### src/rtl/mbpc_pkg.sv
`timescale 1ns / 1ps
// Shared types, constants and helpers for the multi-button press classifier.
// No dependencies.
package mbpc_pkg;

	// Geometry
	localparam int NUM_BUTTONS = 6;
	localparam int PIN_BITS    = 6;
	localparam int CNT_W       = 16;
	localparam int TICK_W      = 8;
	localparam int BTN_W       = 3;
	localparam int CFG_IDX_W   = 4;
	localparam int CFG_DATA_W  = 16;

	// Register reset values
	localparam logic [TICK_W-1:0] TICK_PERIOD_RST = 8'd20;
	localparam logic [CNT_W-1:0]  DEBOUNCE_RST    = 16'd40;
	localparam logic [CNT_W-1:0]  LONG_PRESS_RST  = 16'd500;
	localparam logic [CNT_W-1:0]  HOLD_REPEAT_RST = 16'd200;

	// Register indexes
	typedef enum logic [CFG_IDX_W-1:0] {
		CFG_TICK_PERIOD = 4'd0,
		CFG_DEBOUNCE    = 4'd1,
		CFG_LONG_PRESS  = 4'd2,
		CFG_HOLD_REPEAT = 4'd3
	} cfg_reg_t;

	// Event codes
	typedef enum logic [2:0] {
		EV_NONE  = 3'd0,
		EV_DOWN  = 3'd1,
		EV_SHORT = 3'd2,
		EV_LONG  = 3'd3,
		EV_HOLD  = 3'd4
	} ev_code_t;

	// Timing configuration shared by all lanes
	typedef struct packed {
		logic [TICK_W-1:0] tick_period;
		logic [CNT_W-1:0]  debounce;
		logic [CNT_W-1:0]  long_press;
		logic [CNT_W-1:0]  hold_repeat;
	} cfg_t;

	// Result of the priority merge
	typedef struct packed {
		logic                      any_event;
		ev_code_t                  code;
		logic [BTN_W-1:0]          button;
		logic [NUM_BUTTONS-1:0]    commit;
	} merge_t;

	// Saturating add of a tick period onto a 16-bit counter
	function automatic logic [CNT_W-1:0] sat_add(input logic [CNT_W-1:0] a,
		input logic [TICK_W-1:0] b);
		logic [CNT_W:0] s;
		s = {1'b0, a} + {{(CNT_W - TICK_W + 1){1'b0}}, b};
		return s[CNT_W] ? {CNT_W{1'b1}} : s[CNT_W-1:0];
	endfunction

endpackage

### src/rtl/mbpc_ifs.sv
`timescale 1ns / 1ps
// Valid/ready channel interfaces: scan input, event output, register writes.
// Depends on mbpc_pkg.
interface mbpc_in_if;
	logic                             valid;
	logic                             ready;
	logic [mbpc_pkg::PIN_BITS-1:0]    pin_levels;
	modport source (output valid, output pin_levels, input ready);
	modport sink   (input valid, input pin_levels, output ready);
endinterface

interface mbpc_out_if;
	logic                          valid;
	logic                          ready;
	logic [2:0]                    event_code;
	logic [mbpc_pkg::BTN_W-1:0]    event_button;
	modport source (output valid, output event_code, output event_button, input ready);
	modport sink   (input valid, input event_code, input event_button, output ready);
endinterface

interface mbpc_cfg_if;
	logic                              valid;
	logic                              ready;
	logic [mbpc_pkg::CFG_IDX_W-1:0]    index;
	logic [mbpc_pkg::CFG_DATA_W-1:0]   data;
	modport source (output valid, output index, output data, input ready);
	modport sink   (input valid, input index, input data, output ready);
endinterface

### src/rtl/mbpc_lane.sv
`timescale 1ns / 1ps
// One button lane: debounce, duration and hold-repeat counters plus event decode.
// Depends on mbpc_pkg.
module mbpc_lane (
	input  logic                clk,
	input  logic                arst_n,
	input  mbpc_pkg::cfg_t      cfg,
	input  logic                pressed,
	input  logic                commit,
	output mbpc_pkg::ev_code_t  ev
);

	logic                        is_pressed_q, is_pressed_d;
	logic                        hold_fired_q, hold_fired_d;
	logic [mbpc_pkg::CNT_W-1:0]  debounce_q, debounce_d;
	logic [mbpc_pkg::CNT_W-1:0]  duration_q, duration_d;
	logic [mbpc_pkg::CNT_W-1:0]  since_hold_q, since_hold_d;
	logic [mbpc_pkg::CNT_W-1:0]  db_sum, dur_sum, slh_sum;

	assign db_sum  = mbpc_pkg::sat_add(debounce_q, cfg.tick_period);
	assign dur_sum = mbpc_pkg::sat_add(duration_q, cfg.tick_period);
	assign slh_sum = mbpc_pkg::sat_add(since_hold_q, cfg.tick_period);

	// Next state and event for this tick
	always_comb begin
		is_pressed_d = is_pressed_q;
		hold_fired_d = hold_fired_q;
		debounce_d   = debounce_q;
		duration_d   = duration_q;
		since_hold_d = since_hold_q;
		ev           = mbpc_pkg::EV_NONE;
		if (pressed && !is_pressed_q) begin
			// debouncing a new press
			debounce_d = db_sum;
			if (db_sum >= cfg.debounce) begin
				is_pressed_d = 1'b1;
				duration_d   = '0;
				debounce_d   = '0;
				hold_fired_d = 1'b0;
				since_hold_d = '0;
				ev           = mbpc_pkg::EV_DOWN;
			end
		end else if (pressed) begin
			// held: first hold at long threshold, then every repeat interval
			duration_d   = dur_sum;
			since_hold_d = slh_sum;
			if (dur_sum >= cfg.long_press) begin
				if (!hold_fired_q) begin
					hold_fired_d = 1'b1;
					since_hold_d = '0;
					ev           = mbpc_pkg::EV_HOLD;
				end else if (slh_sum >= cfg.hold_repeat) begin
					since_hold_d = '0;
					ev           = mbpc_pkg::EV_HOLD;
				end
			end
		end else begin
			// released: immediate, classified by duration
			debounce_d = '0;
			if (is_pressed_q) begin
				ev           = (duration_q >= cfg.long_press) ? mbpc_pkg::EV_LONG
				                                              : mbpc_pkg::EV_SHORT;
				is_pressed_d = 1'b0;
				duration_d   = '0;
				hold_fired_d = 1'b0;
			end
		end
	end

	// State registers, updated only when the merge lets this lane commit
	always_ff @(posedge clk or negedge arst_n) begin
		if (!arst_n) begin
			is_pressed_q <= 1'b0;
			hold_fired_q <= 1'b0;
			debounce_q   <= '0;
			duration_q   <= '0;
			since_hold_q <= '0;
		end else if (commit) begin
			is_pressed_q <= is_pressed_d;
			hold_fired_q <= hold_fired_d;
			debounce_q   <= debounce_d;
			duration_q   <= duration_d;
			since_hold_q <= since_hold_d;
		end
	end

endmodule

### src/rtl/mbpc_merge.sv
`timescale 1ns / 1ps
// Priority merge: lowest-index lane with an event wins; lanes above it hold state.
// Depends on mbpc_pkg.
module mbpc_merge (
	input  logic                                          accept,
	input  mbpc_pkg::ev_code_t [mbpc_pkg::NUM_BUTTONS-1:0] lane_ev,
	output mbpc_pkg::merge_t                              result
);

	always_comb begin
		logic found;
		found            = 1'b0;
		result.any_event = 1'b0;
		result.code      = mbpc_pkg::EV_NONE;
		result.button    = '0;
		result.commit    = '0;
		for (int i = 0; i < mbpc_pkg::NUM_BUTTONS; i++) begin
			result.commit[i] = accept && !found;
			if (!found && lane_ev[i] != mbpc_pkg::EV_NONE) begin
				found            = 1'b1;
				result.any_event = 1'b1;
				result.code      = lane_ev[i];
				result.button    = mbpc_pkg::BTN_W'(i);
			end
		end
	end

endmodule

### src/rtl/multi_button_press_classifier_core.sv
`timescale 1ns / 1ps
// Top level of the multi-button press classifier: config registers, lanes,
// merge and output register. Depends on mbpc_pkg, mbpc_ifs, mbpc_lane, mbpc_merge.
//
//   channel  dir  payload                      item
//   in_ch    in   pin_levels[5:0]              one scan tick
//   out_ch   out  event_code[2:0], event_button[2:0]  one result per tick
//   cfg      in   index[3:0], data[15:0]       one register write
//
// One tick per cycle unless out_ch stalls: every lane evaluates its button in
// parallel, the merge picks the first event, and the result lands in a one-entry
// output register in the cycle after the tick is taken. A new tick is taken while
// out_ch is empty or being read. When out_ch stalls with a result pending,
// in_ch.ready drops until it drains. Reset clears all lane counters and loads the
// register defaults; cfg.ready is always high.
module multi_button_press_classifier_core (
	input  logic        clk,
	input  logic        arst_n,
	mbpc_in_if.sink     in_ch,
	mbpc_out_if.source  out_ch,
	mbpc_cfg_if.sink    cfg
);

	mbpc_pkg::cfg_t                                 cfg_q;
	logic [mbpc_pkg::NUM_BUTTONS-1:0]               pressed;
	mbpc_pkg::ev_code_t [mbpc_pkg::NUM_BUTTONS-1:0] lane_ev;
	mbpc_pkg::merge_t                               merged;
	logic                                           accept;
	logic [mbpc_pkg::BTN_W-1:0]                     last_btn_q, btn_now;
	logic                                           out_valid_q;
	mbpc_pkg::ev_code_t                             out_code_q;
	logic [mbpc_pkg::BTN_W-1:0]                     out_btn_q;

	// Configuration registers
	assign cfg.ready = 1'b1;

	always_ff @(posedge clk or negedge arst_n) begin
		if (!arst_n) begin
			cfg_q.tick_period <= mbpc_pkg::TICK_PERIOD_RST;
			cfg_q.debounce    <= mbpc_pkg::DEBOUNCE_RST;
			cfg_q.long_press  <= mbpc_pkg::LONG_PRESS_RST;
			cfg_q.hold_repeat <= mbpc_pkg::HOLD_REPEAT_RST;
		end else if (cfg.valid) begin
			case (cfg.index)
				mbpc_pkg::CFG_TICK_PERIOD: cfg_q.tick_period <= cfg.data[mbpc_pkg::TICK_W-1:0];
				mbpc_pkg::CFG_DEBOUNCE:    cfg_q.debounce    <= cfg.data;
				mbpc_pkg::CFG_LONG_PRESS:  cfg_q.long_press  <= cfg.data;
				mbpc_pkg::CFG_HOLD_REPEAT: cfg_q.hold_repeat <= cfg.data;
				default: ;
			endcase
		end
	end

	// Input handshake: output register free or draining this cycle
	assign in_ch.ready = !out_valid_q || out_ch.ready;
	assign accept      = in_ch.valid && in_ch.ready;

	// Lanes; buttons without a pin bit always read as released
	for (genvar i = 0; i < mbpc_pkg::NUM_BUTTONS; i++) begin : g_lane
		if (i < mbpc_pkg::PIN_BITS) begin : g_pin
			assign pressed[i] = ~in_ch.pin_levels[i];
		end else begin : g_nopin
			assign pressed[i] = 1'b0;
		end
		mbpc_lane u_lane (
			.clk     (clk),
			.arst_n  (arst_n),
			.cfg     (cfg_q),
			.pressed (pressed[i]),
			.commit  (merged.commit[i]),
			.ev      (lane_ev[i])
		);
	end

	mbpc_merge u_merge (
		.accept  (accept),
		.lane_ev (lane_ev),
		.result  (merged)
	);

	assign btn_now = merged.any_event ? merged.button : last_btn_q;

	// Last event button and output register
	always_ff @(posedge clk or negedge arst_n) begin
		if (!arst_n) begin
			last_btn_q  <= '0;
			out_valid_q <= 1'b0;
		end else begin
			if (accept) begin
				last_btn_q  <= btn_now;
				out_valid_q <= 1'b1;
			end else if (out_ch.ready) begin
				out_valid_q <= 1'b0;
			end
		end
	end

	always_ff @(posedge clk) begin
		if (accept) begin
			out_code_q <= merged.code;
			out_btn_q  <= btn_now;
		end
	end

	assign out_ch.valid        = out_valid_q;
	assign out_ch.event_code   = out_code_q;
	assign out_ch.event_button = out_btn_q;

endmodule

### src/flat_wrapper.sv
// flat-port wrapper written by rule: the top's interface ports become plain ports
module multi_button_press_classifier_core_flat 
  (clk, arst_n, in_ch_valid, in_ch_pin_levels, in_ch_ready, out_ch_valid, out_ch_event_code, out_ch_event_button, out_ch_ready, cfg_valid, cfg_index, cfg_data, cfg_ready);
  mbpc_in_if in_ch_i ();
  mbpc_out_if out_ch_i ();
  mbpc_cfg_if cfg_i ();
  input  logic clk;
  input  logic arst_n;
  input wire logic [$bits(in_ch_i.valid)-1:0] in_ch_valid;
  input wire logic [$bits(in_ch_i.pin_levels)-1:0] in_ch_pin_levels;
  output wire logic [$bits(in_ch_i.ready)-1:0] in_ch_ready;
  output wire logic [$bits(out_ch_i.valid)-1:0] out_ch_valid;
  output wire logic [$bits(out_ch_i.event_code)-1:0] out_ch_event_code;
  output wire logic [$bits(out_ch_i.event_button)-1:0] out_ch_event_button;
  input wire logic [$bits(out_ch_i.ready)-1:0] out_ch_ready;
  input wire logic [$bits(cfg_i.valid)-1:0] cfg_valid;
  input wire logic [$bits(cfg_i.index)-1:0] cfg_index;
  input wire logic [$bits(cfg_i.data)-1:0] cfg_data;
  output wire logic [$bits(cfg_i.ready)-1:0] cfg_ready;
  assign in_ch_i.valid = in_ch_valid;
  assign in_ch_i.pin_levels = in_ch_pin_levels;
  assign in_ch_ready = in_ch_i.ready;
  assign out_ch_valid = out_ch_i.valid;
  assign out_ch_event_code = out_ch_i.event_code;
  assign out_ch_event_button = out_ch_i.event_button;
  assign out_ch_i.ready = out_ch_ready;
  assign cfg_i.valid = cfg_valid;
  assign cfg_i.index = cfg_index;
  assign cfg_i.data = cfg_data;
  assign cfg_ready = cfg_i.ready;
  multi_button_press_classifier_core u_core (.clk(clk), .arst_n(arst_n), .in_ch(in_ch_i), .out_ch(out_ch_i), .cfg(cfg_i));
endmodule
### config.mk
export PLATFORM = sky130hd
export DESIGN_NAME = multi_button_press_classifier_core_flat
export DESIGN_NICKNAME = d
export VERILOG_FILES = /design/src/rtl/mbpc_pkg.sv /design/src/rtl/mbpc_ifs.sv /design/src/rtl/mbpc_lane.sv /design/src/rtl/mbpc_merge.sv /design/src/rtl/multi_button_press_classifier_core.sv /design/src/flat_wrapper.sv
export SDC_FILE = /design/constraint.sdc
export NUM_CORES = 2
export LEC_CHECK = 0
export BUFFER_PORTS_ARGS = -buffer_cell sky130_fd_sc_hd__buf_2
export CAP_MARGIN = 10
export CORE_ASPECT_RATIO = 0.75
export CORE_MARGIN = 1.5
export CORE_UTILIZATION = 45
export DETAILED_ROUTE_END_ITERATION = 12
export HOLD_SLACK_MARGIN = 0.03
export PLACE_DENSITY = 0.67
export SLEW_MARGIN = 20
export SYNTH_ARGS = -nofsm -noshare
export SYNTH_HDL_FRONTEND = slang
export SYNTH_SLANG_ARGS = --single-unit
### constraint.sdc
create_clock -name clk -period 9.4 [get_ports clk]
set_input_delay 0.47 -clock clk [delete_from_list [all_inputs] [get_ports clk]]
set_output_delay 0.47 -clock clk [all_outputs]
set_load 0.02 [all_outputs]
==> results.toml <==
[die]
rows = 85
core_area_sq_um = 71700
dieArea_sq_um = 74100
start_util = 0.455
pin_count = 40
die_w_um = 314
die_h_um = 236

[layout]
drive_above_1_share = 0.0855
layout.cells.non_filler = 4675
diodes = 0
final_cell_mix = "ha_1 (528), nand2_1 (386), dfrtp_1 (342)"
area_delta_synth_final_pct = 8.69
fillers = 6781
layout_commonest_cell = "ha_1"
nets = 4266

[power_and_ir_drop]
ir_drop_mv = 0.153
p_per_area_nw_per_um2 = 217
p_leak_nw = 17.5
p_total_mw = 7.68

[synth]
postSynthAreaPerCell_sq_um = 8.91
synthCells = 3659
netlist-cell-type-count = 81
synth-seq-cells = 366
synth_flop_cell = "dfrtp_1"
synth_area_sq_um = 32600
synthArstFlopShare = 0.984
synth_edf_count = 6
synth_seq_area_share = 0.282
syn_nets = 4236
synth_warnings = 0

[timing]
finalHoldViolCount = 0
finalSetupViolCount = 0
min_period_ps = 8030
fin_tns_setup_ps = 0
rsz0062_at_grt = "no"
max_slew_margin = 0.252
skew_ps = 30.4
setup_ws_ps = 1370
slew_viol_final = 0
tightest_slew_ps = 1110
fmax_mhz = 125
timing.hold.ws_ps = 93.7
fin_crit_sh = 0.854

[worst_setup_path]
worst-path-stages = 19
start_kind = "flop"
cpPeakStageDelay_ps = 810
endpoint_kind = "flop"
crit_chain = "ha_1 -> fa_1 -> a21o_1 -> a21oi_1 -> nor2b_1 -> o21a_1 -> o41ai_2 -> or3_1 -> o21ai_0 -> ha_1 -> o21a_1 -> o211ai_1 -> a21oi_1 -> a211oi_1 -> a31oi_1 -> a32o_1 -> or4_4 -> or4_1 -> a22o_1"
critPathBufInv = 0
required_ps = 9880
r2r-end = "u_core.g_lane[5].u_lane.since_hold_q[4]"
crit_path_end = "u_core.g_lane[5].u_lane.since_hold_q[4]"
r2r_setup_slack_ps = 1370
critPathMaxFanout = 31
path_delay_family = "compound AO/OA/AOI/OAI gates"
rr_worst_depth = 19
critPathLaunch = "u_core.cfg_q[48]"
crit_arrival_ps = 8500
r2r_start = "u_core.cfg_q[48]"
crit_type = "reg -> reg"
cpMaxStageDelayCell = "or4_1"

[route]
wl_per_cell_um = 22.0
drt_iter0_drc = 2485
drc = 0
via_per_inst = 6.12
vias = 28600
ant_nets = 0
firstDrtPassIters = 6
routed_wl_mm = 103

[placement]
dpl.hpwl_mm = 74.3
place_congestion = 0.964
port_buffers = 38
post-place-ws_ps = 1670
dpl.cell_count = 4600

[cts]
worstSkewPairLatency_ps = 610
tritoncts = "built"
cts_buffers = 42
htreeDepth = 2
cts.sinks = 366
cts_resized = 0
cts_root_buf = "clkbuf_16"
clockBufferDepth = 3
clk_pin_slew_ps = 60
cts_hold_buf = 1
cts_setup_buffers = 0

[min_path]
hold_path_class = "in -> reg"

[grt]
grt_max_degree = 135
gr-total-overflow = 0
antenna_found_initial = 1
grt_pass1_wl_mm = 159
grt_pass1_vias = 26800
grtUsageTotal = 0.275

[status]
outcome = "complete, no violations"

[run]
drv_cap = 0
[synth_stat cells, types with 10 or more instances]
cell | n | area (sq um)
nor3b_1 | 13 | 97.6
mux2i_1 | 14 | 140
xor2_1 | 52 | 455
a31oi_1 | 43 | 269
ha_1 | 528 | 6610
inv_1 | 161 | 604
or3_1 | 23 | 144
mux2_2 | 78 | 878
nand4_1 | 44 | 275
a41oi_1 | 15 | 131
clkbuf_1 | 92 | 345
xnor2_1 | 102 | 893
nor3_1 | 71 | 355
a21oi_1 | 252 | 1260
o31ai_1 | 16 | 120
dfrtp_1 | 347 | 8680
o41ai_1 | 13 | 114
a22o_1 | 146 | 1280
a21o_1 | 117 | 878
and2_1 | 22 | 138
o22a_1 | 10 | 87.6
buf_2 | 11 | 55.1
nand2_1 | 386 | 1450
or2_2 | 31 | 194
fa_1 | 18 | 360
and3_1 | 37 | 231
nor2_1 | 203 | 762
a32o_1 | 27 | 270
nand2b_1 | 56 | 350
o21a_1 | 54 | 405
a211oi_1 | 49 | 368
o2bb2ai_1 | 13 | 114
o21ai_0 | 222 | 1110
o211ai_1 | 22 | 165
dfstp_2 | 13 | 342
nand3_1 | 99 | 495
o21bai_1 | 35 | 263
nor4_1 | 10 | 62.6
nor2b_1 | 56 | 350
[layout make-up]
cell class                 count  area [sq um]  share of cell area
timing repair buffer          95           647              0.0183
inverter                     161           604              0.0171
tap                          957          1200              0.0338
sequential                   366          9210               0.260
multi-input combinational   3023         22400               0.633
clock buffer                  57          1180              0.0332
clock inverter                16           171             0.00484
[state kept, by name (all words and copies together) (netlist names)]
register and count:
u_core.out_ch.event_button 3, u_core.g_lane.u_lane.duration_q 96, u_core.last_btn_q 3, u_core.cfg_q 56
u_core.out_ch.event_code 3, u_core.g_lane.u_lane.is_pressed_q 6, u_core.out_ch.valid 1, u_core.g_lane.u_lane.hold_fired_q 6
u_core.g_lane.u_lane.since_hold_q 96, u_core.g_lane.u_lane.debounce_q 96
[metal layers]
metal  GRT usage  share of wire  vias to the layer above  routed length (um)
met5           0              0                        -                   0
met1       0.389           0.46                    13700               47100
met3      0.0857          0.099                      195               10200
met4      0.0953          0.037                        0                3790
met2       0.392           0.40                     1001               41500
li1            -              -                    13700                   -
[logic make-up (layout without fill, tap and decap cells)]
family,count (synthesis),count (layout),share of synthesized area
DFF,366,366,0.282
and+or+nand+nor,1085,1085,0.160
AOI/OAI and AO/OA,1145,1145,0.240
muxes,92,92,0.0312
xor gates and xnor gates,154,154,0.0414
adders and majority gates,546,546,0.214
other,1,1,0.000115
buffers and inverters,270,329,0.0319
[report_power, final]
group          total, mW  leakage, nW  switching, mW  internal (mW)
logic               3.88         12.0           2.29           1.60
registers           2.10         4.84          0.275           1.82
clock network       1.70        0.643          0.760          0.937
total               7.68         17.5           3.32           4.36
[worst min path at each step]
stage                                            start                                       to  slack [ps]  depth (start not counted)
2_1_floorplan                                   arst_n                          u_core.cfg_q[0]         170                          0
3_3_place_gp   u_core.g_lane[3].u_lane.since_hold_q[3]  u_core.g_lane[3].u_lane.since_hold_q[3]         470                          1
3_5_place_dp   u_core.g_lane[2].u_lane.since_hold_q[2]  u_core.g_lane[2].u_lane.since_hold_q[2]         470                          1
4_1_cts                                    in_ch_valid                      u_core.out_ch.valid          70                          2
5_1_grt                                    in_ch_valid                      u_core.out_ch.valid          80                          2
6_report                                   in_ch_valid                      u_core.out_ch.valid          90                          2
[per-stage QoR]
step            util  cell area, sq um
2_1_floorplan      -             32600
3_3_place_gp   0.475             34000
6_report       0.494             35400
3_5_place_dp   0.475             34000
4_1_cts        0.494             35400
5_1_grt        0.494             35400
No activity file was read; power rests on OpenSTA's default activity.
